$ cat src/hdl/assert_macros.svh
// Assertion helpers; every check runs on clk and is held off while rst_n is low.
`ifndef ASSERT_MACROS_SVH
`define ASSERT_MACROS_SVH

// Check that cond holds on every clock edge outside reset.
`define LPMR_ASSERT_ALWAYS(label, cond) \
  label: assert property (@(posedge clk) disable iff (!rst_n) (cond)) \
    else $error("assertion failed");

// Check that cons holds on any clock edge where ante holds.
`define LPMR_ASSERT_IMPL(label, ante, cons) \
  label: assert property (@(posedge clk) disable iff (!rst_n) (ante) |-> (cons)) \
    else $error("assertion failed");

// Check that cons holds in the cycle after any clock edge where ante holds.
`define LPMR_ASSERT_NEXT(label, ante, cons) \
  label: assert property (@(posedge clk) disable iff (!rst_n) (ante) |=> (cons)) \
    else $error("assertion failed");

`endif

$ cat src/hdl/lpmr_pkg.sv
package lpmr_pkg;

  typedef enum logic [2:0] {
    PH_HEADER  = 3'd0,
    PH_MARK    = 3'd1,
    PH_PAYLOAD = 3'd2,
    PH_SKIP    = 3'd3,
    PH_CLOSED  = 3'd4
  } phase_t;

  typedef enum logic [2:0] {
    ST_REGISTERED = 3'd0,
    ST_DUPLICATE  = 3'd1,
    ST_BAD_REG    = 3'd2,
    ST_BAD_LEN    = 3'd3,
    ST_SHORT      = 3'd4,
    ST_NO_TARGET  = 3'd5,
    ST_RESET      = 3'd6
  } status_t;

  localparam logic FUNC_DATA  = 1'b0;
  localparam logic FUNC_RESET = 1'b1;
  localparam logic KIND_FWD   = 1'b0;
  localparam logic KIND_STAT  = 1'b1;

  localparam logic [15:0] MAX_LEN_RESET = 16'd65532;

  // Per-slot parse context held in the state memory
  typedef struct packed {
    phase_t      phase;
    logic [15:0] byte_cnt;
    logic [31:0] pkt_len;
    logic [63:0] mark_sh;
  } entry_t;

  localparam entry_t ENTRY_CLEAR = '{phase: PH_HEADER, byte_cnt: 16'd0,
                                     pkt_len: 32'd0, mark_sh: 64'd0};

  typedef struct packed {
    logic        kind;
    logic [1:0]  src;
    logic [1:0]  dst;
    logic [7:0]  data;
    logic        eop;
    status_t     status;
    logic        last;
  } res_t;

  function automatic res_t make_report(logic [1:0] src, status_t st);
    res_t r;
    r = '{kind: KIND_STAT, src: src, dst: 2'd0, data: 8'd0, eop: 1'b0,
          status: st, last: 1'b0};
    return r;
  endfunction

  function automatic res_t make_fwd(logic [1:0] src, logic [1:0] dst,
                                    logic [7:0] data, logic eop);
    res_t r;
    r = '{kind: KIND_FWD, src: src, dst: dst, data: data, eop: eop,
          status: ST_REGISTERED, last: 1'b0};
    return r;
  endfunction

endpackage

$ cat src/hdl/length_prefixed_mark_relay_top.sv
// Channel | Direction | Beat contents
// in_     | input     | func, conn_slot, byte (one stream byte or a slot reset)
// out_    | output    | kind, src/dst slot, byte, end_of_packet, status, last
// cfg_    | input     | max_packet_len write, taken on the cycle of cfg_wr_en
//
// One input beat per cycle while in_ready is high: stage 0 reads the slot context
// memory, stage 1 decides and writes it back (forwarding covers the same slot
// twice). Each beat yields 0..4 results into a 16-entry output queue drained at
// one per cycle while out_ready is high; in_ready drops while the queue holds more than 8 results.
// Reset (rst_n low, synchronous) clears the per-slot valid bits, so every slot
// reads as fresh; the queue empties and max_packet_len returns to 65532.
`include "assert_macros.svh"

module length_prefixed_mark_relay_top #(
  parameter int NUM_SLOTS  = 4,
  parameter int MARK_BYTES = 8
) (
  input  logic        clk,
  input  logic        rst_n,
  input  logic        in_valid,
  output logic        in_ready,
  input  logic        in_func,
  input  logic [1:0]  in_conn_slot,
  input  logic [7:0]  in_byte,
  output logic        out_valid,
  input  logic        out_ready,
  output logic        out_kind,
  output logic [1:0]  out_src_slot,
  output logic [1:0]  out_dst_slot,
  output logic [7:0]  out_byte,
  output logic        out_end_of_packet,
  output logic [2:0]  out_status,
  output logic        out_last,
  input  logic        cfg_wr_en,
  input  logic [15:0] cfg_wr_data
);

  localparam int SW = (NUM_SLOTS > 1) ? $clog2(NUM_SLOTS) : 1;
  localparam int QDEPTH = 16;
  localparam logic [63:0] MMASK = {64{1'b1}} >> (64 - 8 * MARK_BYTES);
  localparam logic [15:0] MB16 = 16'(MARK_BYTES);

  logic [15:0] max_len_r;

  // slot context memories
  lpmr_pkg::entry_t mem_r [NUM_SLOTS];
  logic [SW-1:0]    tgt_mem_r [NUM_SLOTS];
  logic [NUM_SLOTS-1:0] vld_r;

  // mark table, searched in parallel
  logic [63:0]          own_mark_r [NUM_SLOTS];
  logic [NUM_SLOTS-1:0] is_reg_r;

  // stage 1
  logic             s1_valid_r;
  logic             s1_func_r;
  logic [SW-1:0]    s1_slot_r;
  logic [1:0]       s1_src_r;
  logic [7:0]       s1_byte_r;
  lpmr_pkg::entry_t rd_ent_r;
  logic [SW-1:0]    rd_tgt_r;
  logic             rd_vld_r;
  logic             fwd_r;
  lpmr_pkg::entry_t wb_ent_r;
  logic [SW-1:0]    wb_tgt_r;

  // output queue
  lpmr_pkg::res_t fifo_r [QDEPTH];
  logic [3:0] head_r, tail_r;
  logic [4:0] count_r;

  logic in_acc, in_range, pop;
  logic [SW-1:0] in_slot;

  lpmr_pkg::entry_t ent, ent_nxt;
  logic [SW-1:0] tgt, tgt_nxt;
  lpmr_pkg::res_t res [4];
  logic [2:0] n_res, push_n;
  logic reg_set, reg_clr;
  logic [63:0] mark_val;
  logic hit;
  logic [SW-1:0] hit_idx;
  logic [1:0] c_idx;
  logic [31:0] len_asm;
  logic [15:0] cnt_inc, plen16;

  assign in_slot  = SW'(in_conn_slot);
  assign in_range = 32'(in_conn_slot) < NUM_SLOTS;
  assign in_ready = count_r <= 5'(QDEPTH - 8);
  assign in_acc   = in_valid && in_ready;
  assign pop      = out_valid && out_ready;

  always_ff @(posedge clk) begin
    if (!rst_n) begin
      max_len_r <= lpmr_pkg::MAX_LEN_RESET;
    end else if (cfg_wr_en) begin
      max_len_r <= cfg_wr_data;
    end
  end

  // Stage 0: read the slot context, note whether stage 1 overwrites it now
  always_ff @(posedge clk) begin
    if (!rst_n) begin
      s1_valid_r <= 1'b0;
      fwd_r      <= 1'b0;
    end else begin
      s1_valid_r <= in_acc && in_range;
      fwd_r      <= s1_valid_r && (s1_slot_r == in_slot);
    end
    if (in_acc) begin
      rd_ent_r  <= mem_r[in_slot];
      rd_tgt_r  <= tgt_mem_r[in_slot];
      rd_vld_r  <= vld_r[in_slot];
      s1_func_r <= in_func;
      s1_slot_r <= in_slot;
      s1_src_r  <= in_conn_slot;
      s1_byte_r <= in_byte;
    end
  end

  // Mark search, lowest slot wins
  always_comb begin
    mark_val = (({ent.mark_sh[55:0], 8'h00}) | 64'(s1_byte_r)) & MMASK;
    hit      = 1'b0;
    hit_idx  = '0;
    for (int i = NUM_SLOTS - 1; i >= 0; i--) begin
      if (is_reg_r[i] && own_mark_r[i] == mark_val) begin
        hit     = 1'b1;
        hit_idx = SW'(i);
      end
    end
  end

  // Stage 1: decide on the beat and build the new context
  always_comb begin
    ent = fwd_r ? wb_ent_r : (rd_vld_r ? rd_ent_r : lpmr_pkg::ENTRY_CLEAR);
    tgt = fwd_r ? wb_tgt_r : (rd_vld_r ? rd_tgt_r : '0);
    ent_nxt = ent;
    tgt_nxt = tgt;
    n_res   = 3'd0;
    reg_set = 1'b0;
    reg_clr = 1'b0;
    for (int k = 0; k < 4; k++) res[k] = lpmr_pkg::make_report(s1_src_r,
                                                  lpmr_pkg::ST_REGISTERED);
    c_idx   = ent.byte_cnt[1:0];
    len_asm = ((c_idx == 2'd0) ? 32'd0 : ent.pkt_len) | (32'(s1_byte_r) << {c_idx, 3'b000});
    cnt_inc = ent.byte_cnt + 16'd1;
    plen16  = 16'(ent.pkt_len - 32'(MARK_BYTES));

    if (s1_func_r == lpmr_pkg::FUNC_RESET) begin
      ent_nxt = lpmr_pkg::ENTRY_CLEAR;
      tgt_nxt = '0;
      reg_clr = 1'b1;
      res[0]  = lpmr_pkg::make_report(s1_src_r, lpmr_pkg::ST_RESET);
      n_res   = 3'd1;
    end else begin
      unique case (ent.phase)
        lpmr_pkg::PH_HEADER: begin
          ent_nxt.pkt_len = len_asm;
          if (c_idx != 2'd3) begin
            ent_nxt.byte_cnt = 16'(c_idx) + 16'd1;
          end else begin
            ent_nxt.byte_cnt = 16'd0;
            ent_nxt.mark_sh  = 64'd0;
            if (len_asm == 32'd0 || len_asm > 32'(max_len_r)) begin
              ent_nxt.phase = lpmr_pkg::PH_CLOSED;
              reg_clr = 1'b1;
              res[0]  = lpmr_pkg::make_report(s1_src_r, lpmr_pkg::ST_BAD_LEN);
              n_res   = 3'd1;
            end else if (!is_reg_r[s1_slot_r]) begin
              if (len_asm != 32'(MARK_BYTES)) begin
                ent_nxt.phase = lpmr_pkg::PH_CLOSED;
                res[0] = lpmr_pkg::make_report(s1_src_r, lpmr_pkg::ST_BAD_REG);
                n_res  = 3'd1;
              end else begin
                ent_nxt.phase = lpmr_pkg::PH_MARK;
              end
            end else if (len_asm < 32'(MARK_BYTES)) begin
              ent_nxt.phase    = lpmr_pkg::PH_SKIP;
              ent_nxt.byte_cnt = len_asm[15:0];
              res[0] = lpmr_pkg::make_report(s1_src_r, lpmr_pkg::ST_SHORT);
              n_res  = 3'd1;
            end else begin
              ent_nxt.phase = lpmr_pkg::PH_MARK;
            end
          end
        end
        lpmr_pkg::PH_MARK: begin
          ent_nxt.mark_sh  = mark_val;
          ent_nxt.byte_cnt = cnt_inc;
          if (cnt_inc >= MB16) begin
            if (!is_reg_r[s1_slot_r]) begin
              ent_nxt.byte_cnt = 16'd0;
              if (hit) begin
                ent_nxt.phase = lpmr_pkg::PH_CLOSED;
                res[0] = lpmr_pkg::make_report(s1_src_r, lpmr_pkg::ST_DUPLICATE);
              end else begin
                ent_nxt.phase = lpmr_pkg::PH_HEADER;
                reg_set = 1'b1;
                res[0] = lpmr_pkg::make_report(s1_src_r, lpmr_pkg::ST_REGISTERED);
              end
              n_res = 3'd1;
            end else if (!hit) begin
              res[0] = lpmr_pkg::make_report(s1_src_r, lpmr_pkg::ST_NO_TARGET);
              n_res  = 3'd1;
              ent_nxt.phase    = (plen16 != 16'd0) ? lpmr_pkg::PH_SKIP : lpmr_pkg::PH_HEADER;
              ent_nxt.byte_cnt = plen16;
            end else if (plen16 == 16'd0) begin
              ent_nxt.phase    = lpmr_pkg::PH_HEADER;
              ent_nxt.byte_cnt = 16'd0;
            end else begin
              tgt_nxt = hit_idx;
              // fresh little-endian length header ahead of the payload
              res[0] = lpmr_pkg::make_fwd(s1_src_r, 2'(hit_idx), plen16[7:0], 1'b0);
              res[1] = lpmr_pkg::make_fwd(s1_src_r, 2'(hit_idx), plen16[15:8], 1'b0);
              res[2] = lpmr_pkg::make_fwd(s1_src_r, 2'(hit_idx), 8'd0, 1'b0);
              res[3] = lpmr_pkg::make_fwd(s1_src_r, 2'(hit_idx), 8'd0, 1'b0);
              n_res = 3'd4;
              ent_nxt.phase    = lpmr_pkg::PH_PAYLOAD;
              ent_nxt.byte_cnt = plen16;
            end
          end
        end
        lpmr_pkg::PH_PAYLOAD: begin
          res[0] = lpmr_pkg::make_fwd(s1_src_r, 2'(tgt), s1_byte_r, ent.byte_cnt <= 16'd1);
          n_res  = 3'd1;
          if (ent.byte_cnt <= 16'd1) begin
            ent_nxt.phase    = lpmr_pkg::PH_HEADER;
            ent_nxt.byte_cnt = 16'd0;
          end else begin
            ent_nxt.byte_cnt = ent.byte_cnt - 16'd1;
          end
        end
        lpmr_pkg::PH_SKIP: begin
          if (ent.byte_cnt <= 16'd1) begin
            ent_nxt.phase    = lpmr_pkg::PH_HEADER;
            ent_nxt.byte_cnt = 16'd0;
          end else begin
            ent_nxt.byte_cnt = ent.byte_cnt - 16'd1;
          end
        end
        default: begin
          // closed: hold until a slot reset
        end
      endcase
      if (ent_nxt.phase == lpmr_pkg::PH_CLOSED && ent.phase != lpmr_pkg::PH_CLOSED) begin
        reg_clr = 1'b1;
      end
    end
    for (int k = 0; k < 4; k++) res[k].last = (3'(k + 1) == n_res);
  end

  assign push_n = s1_valid_r ? n_res : 3'd0;

  // Write back the context and the mark table
  always_ff @(posedge clk) begin
    if (!rst_n) begin
      vld_r    <= '0;
      is_reg_r <= '0;
    end else if (s1_valid_r) begin
      vld_r[s1_slot_r] <= 1'b1;
      if (reg_clr) is_reg_r[s1_slot_r] <= 1'b0;
      if (reg_set) is_reg_r[s1_slot_r] <= 1'b1;
    end
    if (s1_valid_r) begin
      mem_r[s1_slot_r]     <= ent_nxt;
      tgt_mem_r[s1_slot_r] <= tgt_nxt;
      wb_ent_r <= ent_nxt;
      wb_tgt_r <= tgt_nxt;
      if (reg_set) own_mark_r[s1_slot_r] <= mark_val;
    end
  end

  // Output queue: push up to four beats, pop one
  always_ff @(posedge clk) begin
    if (!rst_n) begin
      head_r  <= 4'd0;
      tail_r  <= 4'd0;
      count_r <= 5'd0;
    end else begin
      head_r  <= head_r + 4'(pop);
      tail_r  <= tail_r + 4'(push_n);
      count_r <= count_r + 5'(push_n) - 5'(pop);
    end
    for (int k = 0; k < 4; k++) begin
      if (3'(k) < push_n) fifo_r[tail_r + 4'(k)] <= res[k];
    end
  end

  assign out_valid         = count_r != 5'd0;
  assign out_kind          = fifo_r[head_r].kind;
  assign out_src_slot      = fifo_r[head_r].src;
  assign out_dst_slot      = fifo_r[head_r].dst;
  assign out_byte          = fifo_r[head_r].data;
  assign out_end_of_packet = fifo_r[head_r].eop;
  assign out_status        = fifo_r[head_r].status;
  assign out_last          = fifo_r[head_r].last;

  `LPMR_ASSERT_ALWAYS(a_queue_bound, count_r <= 5'(QDEPTH))
  `LPMR_ASSERT_IMPL(a_room_for_push, s1_valid_r, (count_r + 5'(n_res)) <= 5'(QDEPTH))
  `LPMR_ASSERT_IMPL(a_no_reg_and_clear, s1_valid_r, !(reg_set && reg_clr))
  `LPMR_ASSERT_NEXT(a_reset_reports, in_acc && in_range && in_func == lpmr_pkg::FUNC_RESET,
                    s1_valid_r && n_res == 3'd1)

endmodule

$ cat config.mk
export PLATFORM = sky130hd
export DESIGN_NAME = length_prefixed_mark_relay_top
export DESIGN_NICKNAME = d
export VERILOG_FILES = /design/src/hdl/lpmr_pkg.sv /design/src/hdl/length_prefixed_mark_relay_top.sv
export VERILOG_INCLUDE_DIRS = /design/src /design/src/hdl
export SDC_FILE = /design/constraint.sdc
export NUM_CORES = 2
export LEC_CHECK = 0
export BUFFER_PORTS_ARGS = -buffer_cell sky130_fd_sc_hd__buf_2
export CORE_MARGIN = 1.5
export CORE_UTILIZATION = 40
export CTS_CLUSTER_SIZE = 12
export DETAILED_ROUTE_END_ITERATION = 8
export PLACE_DENSITY = 0.55
export SLEW_MARGIN = 25
export SYNTH_ARGS = -nofsm -noshare
export SYNTH_HDL_FRONTEND = slang
export SYNTH_SLANG_ARGS = --single-unit
$ cat constraint.sdc
create_clock -name clk -period 10.3 [get_ports clk]
set_input_delay 1.03 -clock clk [delete_from_list [all_inputs] [get_ports clk]]
set_output_delay 1.03 -clock clk [all_outputs]
set_load 0.03 [all_outputs]
=== Yosys cells after proc, flatten, opt, wreduce, memory -nomap -nowiden ===
Memories as Yosys holds them, arrays and structs flattened. A register that Yosys moved wholly into a read port is not among the register bits.
Index checks and enable logic that the tools add are counted.
Widths: inputs -> output; s select.

* Bitwise operators: 6
* Multiplexer cells: 104
* $add $sub $neg: 11
* Divide/modulo/power cells: 0
* $lt $le $gt $ge: 12
* Reduce and logical (&&, ||, !) cells: 17
* Multipliers: 0
* Equal/unequal tests: 16
* Shift operators: 1

{| class="wikitable"
|+ Operator list
! kind !! count
|-
| $mux 115 || 3
|-
| $eq 64x64->1 || 4
|-
| $mux 54 || 4
|-
| $mux 72 || 2
|-
| $pmux 64 s2 || 1
|-
| $mux 16 || 5
|-
| $mux 19 || 4
|-
| $mux 18 || 4
|-
| $mux 32 || 2
|-
| $mux 64 || 1
|-
| $or 64x8->64 || 1
|-
| $pmux 19 s3 || 1
|-
| $pmux 18 s3 || 1
|-
| $mux 3 || 16
|-
| $mux 4 || 9
|-
| $gt 32x16->1 || 1
|-
| $logic_not 32->1 || 1
|-
| $lt 32x4->1 const B || 1
|-
| $mux 1 || 32
|-
| $ne 32x4->1 const B || 1
|-
| $or 32x32->32 || 1
|-
| $shl 8x5->32 || 1
|-
| $mux 2 || 15
|-
| $add 16x1->16 const B || 1
|-
| 39 further kinds || 55
|}

* Latch bits: 0
* Output and inout bits: 20
* Memory bits (writable): 1012
* Register bits: 168
* Bits in read-only memories: 0
* Memories kept: 4

{| class="wikitable"
|+ Memories
! name !! depth !! bits a word !! read ports !! clocked after Yosys merged registers in !! write ports !! RTL line !! source
|-
| mem_r || 4 || 115 || 1 || 1 || 1 || length_prefixed_mark_relay_top.sv:46 || <nowiki>lpmr_pkg::entry_t mem_r [NUM_SLOTS];</nowiki>
|-
| fifo_r || 16 || 18 || 1 || 1 || 4 || length_prefixed_mark_relay_top.sv:68 || <nowiki>lpmr_pkg::res_t fifo_r [QDEPTH];</nowiki>
|-
| own_mark_r || 4 || 64 || 4 || 0 || 1 || length_prefixed_mark_relay_top.sv:51 || <nowiki>logic [63:0] own_mark_r [NUM_SLOTS];</nowiki>
|-
| tgt_mem_r || 4 || 2 || 1 || 1 || 1 || length_prefixed_mark_relay_top.sv:47 || <nowiki>logic [SW-1:0] tgt_mem_r [NUM_SLOTS];</nowiki>
|}

=== Longest topological paths before layout ===
* Depth after elaboration: 23
* Mapped depth: 36
* Gate-level depth less buffers: 26

=== Worst setup path after synthesis ===
No wires, ideal clock.

* Path kind: flip-flop to flip-flop
* Start point: register fwd_r
* End point: memory own_mark_r[3][0], enable pin
* Period minus slack after synthesis: 7.428 ns
* Arrival: 6.942 ns
* Data required time: 9.813 ns
* Stages on the path, launching flop included: 21
* Path slack: 2.872 ns
* Path buffers: 11
* Cells stage by stage: dfxtp_1 buf_6 buf_4 buf_2 buf_2 buf_2 buf_4 clkbuf_1 clkbuf_1 buf_1 o21a_1 inv_1 ha_1 clkbuf_1 xor2_1 a31o_2 o2111a_1 a21oi_1 clkbuf_1 nand3_1 nor2_1

* Cells in the longest elaborated chain, start to end: 16
* Elaborated cells on any way between the ends: 25

{| class="wikitable"
|+ Ends and longest elaborated chain
! what !! RTL line !! source
|-
| start, declared || length_prefixed_mark_relay_top.sv:63 || <nowiki>logic fwd_r;</nowiki>
|-
| start signal, assigned || length_prefixed_mark_relay_top.sv:108 || <nowiki>fwd_r <= s1_valid_r && (s1_slot_r == in_slot);</nowiki>
|-
| $mux 115 (*) || length_prefixed_mark_relay_top.sv:136 || <nowiki>ent = fwd_r ? wb_ent_r : (rd_vld_r ? rd_ent_r : lpmr_pkg::ENTRY_CLEAR);</nowiki>
|-
| parallel branches: the longest is 10 deep, another holds $add 16x1->16 || - ||
|-
| $mux 1 (*) || length_prefixed_mark_relay_top.sv:157 || <nowiki>unique case (ent.phase)</nowiki>
|-
| $mux 1 (*) || length_prefixed_mark_relay_top.sv:150 || <nowiki>if (s1_func_r == lpmr_pkg::FUNC_RESET) begin</nowiki>
|-
| $mux 1 (*) || length_prefixed_mark_relay_top.sv:270 || <nowiki>if (reg_set) own_mark_r[s1_slot_r] <= mark_val;</nowiki>
|-
| $mux 1 (*) || length_prefixed_mark_relay_top.sv:265 || <nowiki>if (s1_valid_r) begin</nowiki>
|-
| $mux 1 (not written as such) (*) || length_prefixed_mark_relay_top.sv:270 ||
|-
| end, declared || length_prefixed_mark_relay_top.sv:51 ||
|}

Mark *: on every way between the ends.

=== Worst setup path after layout ===
* Start point: register rd_vld_r
* End point: register count_r[4]

* Cells in the longest elaborated chain, start to end: 17
* Elaborated cells on any way between the ends: 46

{| class="wikitable"
|+ Ends and longest elaborated chain
! what !! RTL line !! source
|-
| start, declared || length_prefixed_mark_relay_top.sv:62 || <nowiki>logic rd_vld_r;</nowiki>
|-
| start signal, assigned || length_prefixed_mark_relay_top.sv:113 || <nowiki>rd_vld_r <= vld_r[in_slot];</nowiki>
|-
| $mux 115 (*) (2 in series) || length_prefixed_mark_relay_top.sv:136 ||
|-
| parallel branches: the longest is 10 deep, another holds $lt 32x4->1 || - ||
|-
| $pmux 3 s3 (*) || length_prefixed_mark_relay_top.sv:157 ||
|-
| $mux 3 (*) || length_prefixed_mark_relay_top.sv:150 ||
|-
| $mux 3 (*) || length_prefixed_mark_relay_top.sv:253 || <nowiki>assign push_n = s1_valid_r ? n_res : 3'd0;</nowiki>
|-
| $add 5x3->5 (*) || length_prefixed_mark_relay_top.sv:283 || <nowiki>count_r <= count_r + 5'(push_n) - 5'(pop);</nowiki>
|-
| $sub 5x1->5 (*) || length_prefixed_mark_relay_top.sv:283 ||
|-
| end signal, assigned || length_prefixed_mark_relay_top.sv:283 ||
|-
| end, declared || length_prefixed_mark_relay_top.sv:70 || <nowiki>logic [4:0] count_r;</nowiki>
|}

Marked as above.
A chain may end at the register's enable or synchronous reset.

==> impl_results.html <==
<table>
<tr><th>Metric</th><th>Value</th></tr>
<tr><th colspan="2">Layout</th></tr>
<tr><td>Final core utilization</td><td>45.19%</td></tr>
<tr><td>Area taken by multi-input logic gates</td><td>21470 um2</td></tr>
<tr><td>Area growth from synthesis to layout</td><td>12.10%</td></tr>
<tr><td>Filler Cells Inserted</td><td>12994</td></tr>
<tr><td>Register area</td><td>35210 um2</td></tr>
<tr><td>Nets</td><td>4642</td></tr>
<tr><td>Share of cells above drive strength 1</td><td>13.58%</td></tr>
<tr><th colspan="2">Setup path</th></tr>
<tr><td>Worst reg-to-reg setup slack</td><td>2.99 ns</td></tr>
<tr><td>Buf+Inv Stages, Crit Path</td><td>6</td></tr>
<tr><td>Critical Path Sink Type</td><td>flip-flop</td></tr>
<tr><td>Kind of launch point of the worst setup path</td><td>flip-flop</td></tr>
<tr><td>R2r worst-path depth</td><td>25</td></tr>
<tr><td>Data required time of the critical path</td><td>10.95 ns</td></tr>
<tr><td>Category of the most critical setup path</td><td>reg -&gt; reg</td></tr>
<tr><td>Most frequent CP cell</td><td>inv_1</td></tr>
<tr><td>Critical Path Max Stage Delay</td><td>1.02 ns</td></tr>
<tr><td>Data arrival time of the critical path</td><td>7.96 ns</td></tr>
<tr><td>Launch instance of the worst register-to-register path</td><td>rd_vld_r$_DFFE_PP_</td></tr>
<tr><td>Maximum fanout encountered on the critical timing path</td><td>34</td></tr>
<tr><td>Worst-path cell with the longest stage delay</td><td>a2111oi_0</td></tr>
<tr><td>Capturing point of the worst reg2reg path</td><td>count_r[4]$_SDFF_PN0_</td></tr>
<tr><td>Cell class contributing the biggest share of worst-path delay</td><td>simple AND/OR/NAND/NOR gates</td></tr>
<tr><th colspan="2">Flow run</th></tr>
<tr><td>Number of max-cap violations</td><td>0</td></tr>
<tr><th colspan="2">Route</th></tr>
<tr><td>WL final</td><td>200100 um</td></tr>
<tr><td>Number of remaining DRC errors</td><td>30</td></tr>
<tr><td>Length of the first detailed-routing pass in iterations</td><td>9</td></tr>
<tr><td>Remaining antenna violation count</td><td>0</td></tr>
<tr><td>Iter 0 DRT Violations</td><td>5836</td></tr>
<tr><td>Final routed wire length divided by cell count</td><td>30.40 um</td></tr>
<tr><td>Total via count in the routed design</td><td>42301</td></tr>
<tr><td>Mean number of vias per cell</td><td>6.428</td></tr>
<tr><th colspan="2">CTS</th></tr>
<tr><td>CTS H-Tree Depth</td><td>4</td></tr>
<tr><td>Resized cells post-CTS</td><td>0</td></tr>
<tr><td>Clock latency reported for the late side of the worst-skew pair</td><td>0.79 ns</td></tr>
<tr><td>Num Clock Sinks</td><td>1249</td></tr>
<tr><td>Post-CTS Repair Setup Buffers</td><td>0</td></tr>
<tr><td>CTS max path bufs</td><td>3</td></tr>
<tr><td>CTS clk-pin slew, worst paths</td><td>0.06 ns</td></tr>
<tr><td>Hold buffers post-CTS</td><td>0</td></tr>
<tr><td>Clock tree from TritonCTS</td><td>done</td></tr>
<tr><td>Number of buffers inserted during clock tree synthesis</td><td>139</td></tr>
<tr><td>Cell chosen for the clock root</td><td>clkbuf_16</td></tr>
<tr><th colspan="2">Power</th></tr>
<tr><td>Largest voltage drop on the vdd net</td><td>0.1953 mV</td></tr>
<tr><td>Part of the total power dissipated in the clock network</td><td>34.4%</td></tr>
<tr><td>Power Density</td><td>219.1 nW/um2</td></tr>
<tr><td>Proportion of power drawn by combinational gates</td><td>21.3%</td></tr>
<tr><td>Net switching fraction of the power</td><td>31.37%</td></tr>
<tr><td>Internal portion of total power</td><td>9.761 mW</td></tr>
<tr><td>Net switching power</td><td>4.462 mW</td></tr>
<tr><td>Power, Total</td><td>14.22 mW</td></tr>
<tr><td>Static leakage</td><td>21.98 nW</td></tr>
<tr><td>Seq pwr share</td><td>44.3%</td></tr>
<tr><th colspan="2">GRT</th></tr>
<tr><td>Largest net degree at the start of global routing</td><td>114</td></tr>
<tr><td>Total track usage</td><td>26.87%</td></tr>
<tr><td>Number of antenna violations at the first check in global routing</td><td>8</td></tr>
<tr><td>Wire length of the first global-routing pass</td><td>287700 um</td></tr>
<tr><td>Number of global-route vias before repair</td><td>39210</td></tr>
<tr><td>Grt total ovfl</td><td>0</td></tr>
<tr><th colspan="2">Synth</th></tr>
<tr><td>Number of nets produced by synthesis</td><td>4605</td></tr>
<tr><td>Largest cells by area after synthesis</td><td>edfxtp_1, dfxtp_1, mux4_2</td></tr>
<tr><td>Most instantiated flip-flop cell in the synthesis netlist</td><td>edfxtp_1</td></tr>
<tr><td>Synthesized area</td><td>57910 um2</td></tr>
<tr><td>Largest area contributor in the synthesized netlist</td><td>edfxtp_1</td></tr>
<tr><td>Synthesized netlist cell count</td><td>4534</td></tr>
<tr><td>Post-synthesis async set-or-reset flop share</td><td>0%</td></tr>
<tr><td>Distinct cells, synth</td><td>102</td></tr>
<tr><td>Mapped Avg Cell Area</td><td>12.77 um2</td></tr>
<tr><td>Number of flip-flops and latches in the synthesized netlist</td><td>1249</td></tr>
<tr><td>Post-synthesis sequential area ratio</td><td>60.77%</td></tr>
<tr><td>Most instantiated library cell after synthesis</td><td>edfxtp_1</td></tr>
<tr><td>Top post-synthesis cells by count</td><td>edfxtp_1, nand2_1, a21oi_1</td></tr>
<tr><td>Synth warn</td><td>0</td></tr>
<tr><td>EDFF count, synth</td><td>1018</td></tr>
<tr><td>Portion of synthesized cell area occupied by the leading cell type</td><td>52.78%</td></tr>
<tr><th colspan="2">Min path</th></tr>
<tr><td>Worst Hold Endpoint</td><td>s1_byte_r[6]$_DFFE_PP_</td></tr>
<tr><td>Number of cells on the worst hold path</td><td>1</td></tr>
<tr><td>Hold_sp</td><td>in_byte[6]</td></tr>
<tr><td>Hold Path Class</td><td>in -&gt; reg</td></tr>
<tr><th colspan="2">Floorplanning</th></tr>
<tr><td>Overall die width</td><td>383.5 um</td></tr>
<tr><td>Site row count</td><td>139</td></tr>
<tr><td>Core area</td><td>143700 um2</td></tr>
<tr><td># IOs</td><td>52</td></tr>
<tr><td>Effective utilization at floorplan</td><td>40.31%</td></tr>
<tr><td>Total die area</td><td>147100 um2</td></tr>
<tr><td>Chip Height</td><td>383.5 um</td></tr>
<tr><th colspan="2">Outcome</th></tr>
<tr><td>Failing checks</td><td>design-rule violations</td></tr>
<tr><td>Result of the run</td><td>finished with violations</td></tr>
<tr><th colspan="2">Timing</th></tr>
<tr><td>Pins over their slew limit</td><td>0</td></tr>
<tr><td>Fin Hold WS</td><td>0.4224 ns</td></tr>
<tr><td>Final-report hold violation count</td><td>0</td></tr>
<tr><td>Worst slew pin tran</td><td>1.193 ns</td></tr>
<tr><td>Worst clock skew on the final layout</td><td>0.03493 ns</td></tr>
<tr><td>Shortest clock period the worst path allows after layout</td><td>7.310 ns</td></tr>
<tr><td>Number of setup violations in the final report</td><td>0</td></tr>
<tr><td>Total Neg Setup Slack</td><td>0 ns</td></tr>
<tr><td>Max_slew headroom</td><td>18.40%</td></tr>
<tr><td>Max Freq</td><td>0.1368 GHz</td></tr>
<tr><td>Ratio of final minimum period to clock period</td><td>70.97%</td></tr>
<tr><td>RSZ-0062 raised after global routing</td><td>false</td></tr>
<tr><td>Worst setup slack after layout</td><td>2.990 ns</td></tr>
<tr><th colspan="2">Place</th></tr>
<tr><td>Placement Setup Slack</td><td>3.137 ns</td></tr>
<tr><td>HPWL after detailed placement</td><td>140900 um</td></tr>
<tr><td>Last weighted congestion value of the routability-driven placer</td><td>1.046</td></tr>
<tr><td>Port bufs</td><td>51</td></tr>
</table>
==> through the flow <==
step,cells,cell area [um2]
detailed placement,6333,60440
finish,6581,64920
global route,6580,64920
global placement,6333,60420
floorplan,4534,57910
CTS,6580,64870
==> metal layers <==
| layer | wire [um] | track usage, % | vias to the layer above |
|---|---|---|---|
| met5 | 66 | 0 | - |
| met3 | 17720 | 4.817 | 351 |
| met4 | 5616 | 7.927 | 10 |
| met2 | 86730 | 39.11 | 2242 |
| li1 | - | - | 18146 |
| met1 | 89920 | 40.76 | 21552 |
==> cells by family after synthesis <==
| group | count (synthesis) | synth area share [%] |
|---|---|---|
| XOR/XNOR | 70 | 1.059 |
| adder cells (fa/ha/maj) | 39 | 0.8555 |
| AND/OR/NAND/NOR | 1590 | 14.85 |
| buffers and inverters | 347 | 2.461 |
| AO/OA/AOI/OAI | 999 | 11.53 |
| multiplexers | 240 | 8.475 |
| flip-flops | 1249 | 60.77 |
==> worst reg2reg max path, cell delays in order (launching register included) <==
cell	delay, ns
edfxtp_1	0.73
buf_4	0.62
nand3b_1	0.40
and3_1	0.32
a2111oi_0	1.02
nand4_1	0.28
nor4_1	0.45
a2bb2o_1	0.46
nor2_1	0.19
inv_1	0.12
ha_1	0.14
nor2_1	0.04
o21ai_1	0.22
and4_1	0.45
nor2_1	0.12
inv_1	0.16
ha_1	0.24
inv_1	0.06
ha_1	0.15
inv_1	0.06
fa_1	0.40
inv_1	0.08
a21o_1	0.10
a21oi_1	0.07
xor2_1	0.14
and2_1	0.15
==> cell usage in the layout (no fill, tap or decap), types with 34 or more instances in the layout <==
master     Yosys  routed
edfxtp_1    1018    1018
nand2_1      311     311
a21oi_1      287     286
nor2_1       258     251
dfxtp_1      231     226
nand3_1      209     209
mux4_2       200     200
and3_1       171     171
nor4_1       155     151
clkbuf_16      0     146
o21ai_0      122     121
a22oi_1      112     112
buf_4         12      97
inv_1         88      84
o22ai_1       80      80
nand4_1       76      76
and2_1        70      69
nor3_1        67      65
nand3b_1      62      62
buf_2         44      49
xnor2_1       45      44
or4_1         42      42
a21o_1        41      41
a211oi_1      39      39
ha_1          38      38
a22o_1        37      37
mux2i_1       37      37
clkbuf_1     158      37
o211ai_1      34      34
==> how the worst max path moves through the flow <==
stage / from / slack [ns] / end / cells past startpoint
final: rd_vld_r$_DFFE_PP_ / 2.99 / count_r[4]$_SDFF_PN0_ / 25
after global routing: fwd_r$_SDFF_PN0_ / 2.72 / count_r[4]$_SDFF_PN0_ / 25
after CTS: fwd_r$_SDFF_PN0_ / 3.12 / count_r[4]$_SDFF_PN0_ / 25
after detailed placement: fwd_r$_SDFF_PN0_ / 3.14 / count_r[4]$_SDFF_PN0_ / 25
after global placement: fwd_r$_SDFF_PN0_ / 3.21 / count_r[4]$_SDFF_PN0_ / 25
after floorplan: fwd_r$_SDFF_PN0_ / 2.87 / own_mark_r[3][0]$_DFFE_PP_ / 20
==> cell type report <==
cell class                      instances  share of cell area (%)
Sequential cell                      1249                   54.23
Timing Repair Buffer                  153                   1.652
Clock buffer                          195                   6.096
Multi-Input combinational cell       2938                   33.07
Inverter                               90                  0.5512
Antenna cell                            1                0.003855
Clock inverter                         52                  0.7227
Tap cell                             1903                   3.668
==> flip-flops by register name, summed over array words and instances (netlist names) <==
name and flops:
max_len_r 16, mem_r 428, rd_ent_r 107, vld_r 4
s1_func_r 1, count_r 5, tgt_mem_r 8, fwd_r 1
rd_tgt_r 2, s1_valid_r 1, tail_r 4, s1_byte_r 8
is_reg_r 4, wb_tgt_r 2, fifo_r 288, wb_ent_r 107
head_r 4, own_mark_r 256, s1_src_r 2, rd_vld_r 1
==> power by group through the flow <==
stage / sequential (mW) / combinational (mW) / clock [mW]
floorplan: 6.29 / 1.87 / 0
global placement: 6.40 / 2.96 / 0
detailed placement: 6.39 / 2.97 / 0
CTS: 6.29 / 2.98 / 4.97
global route: 6.33 / 3.22 / 5.16
finish: 6.30 / 3.03 / 4.89
Note: power is estimated with default switching activity, not from simulation.
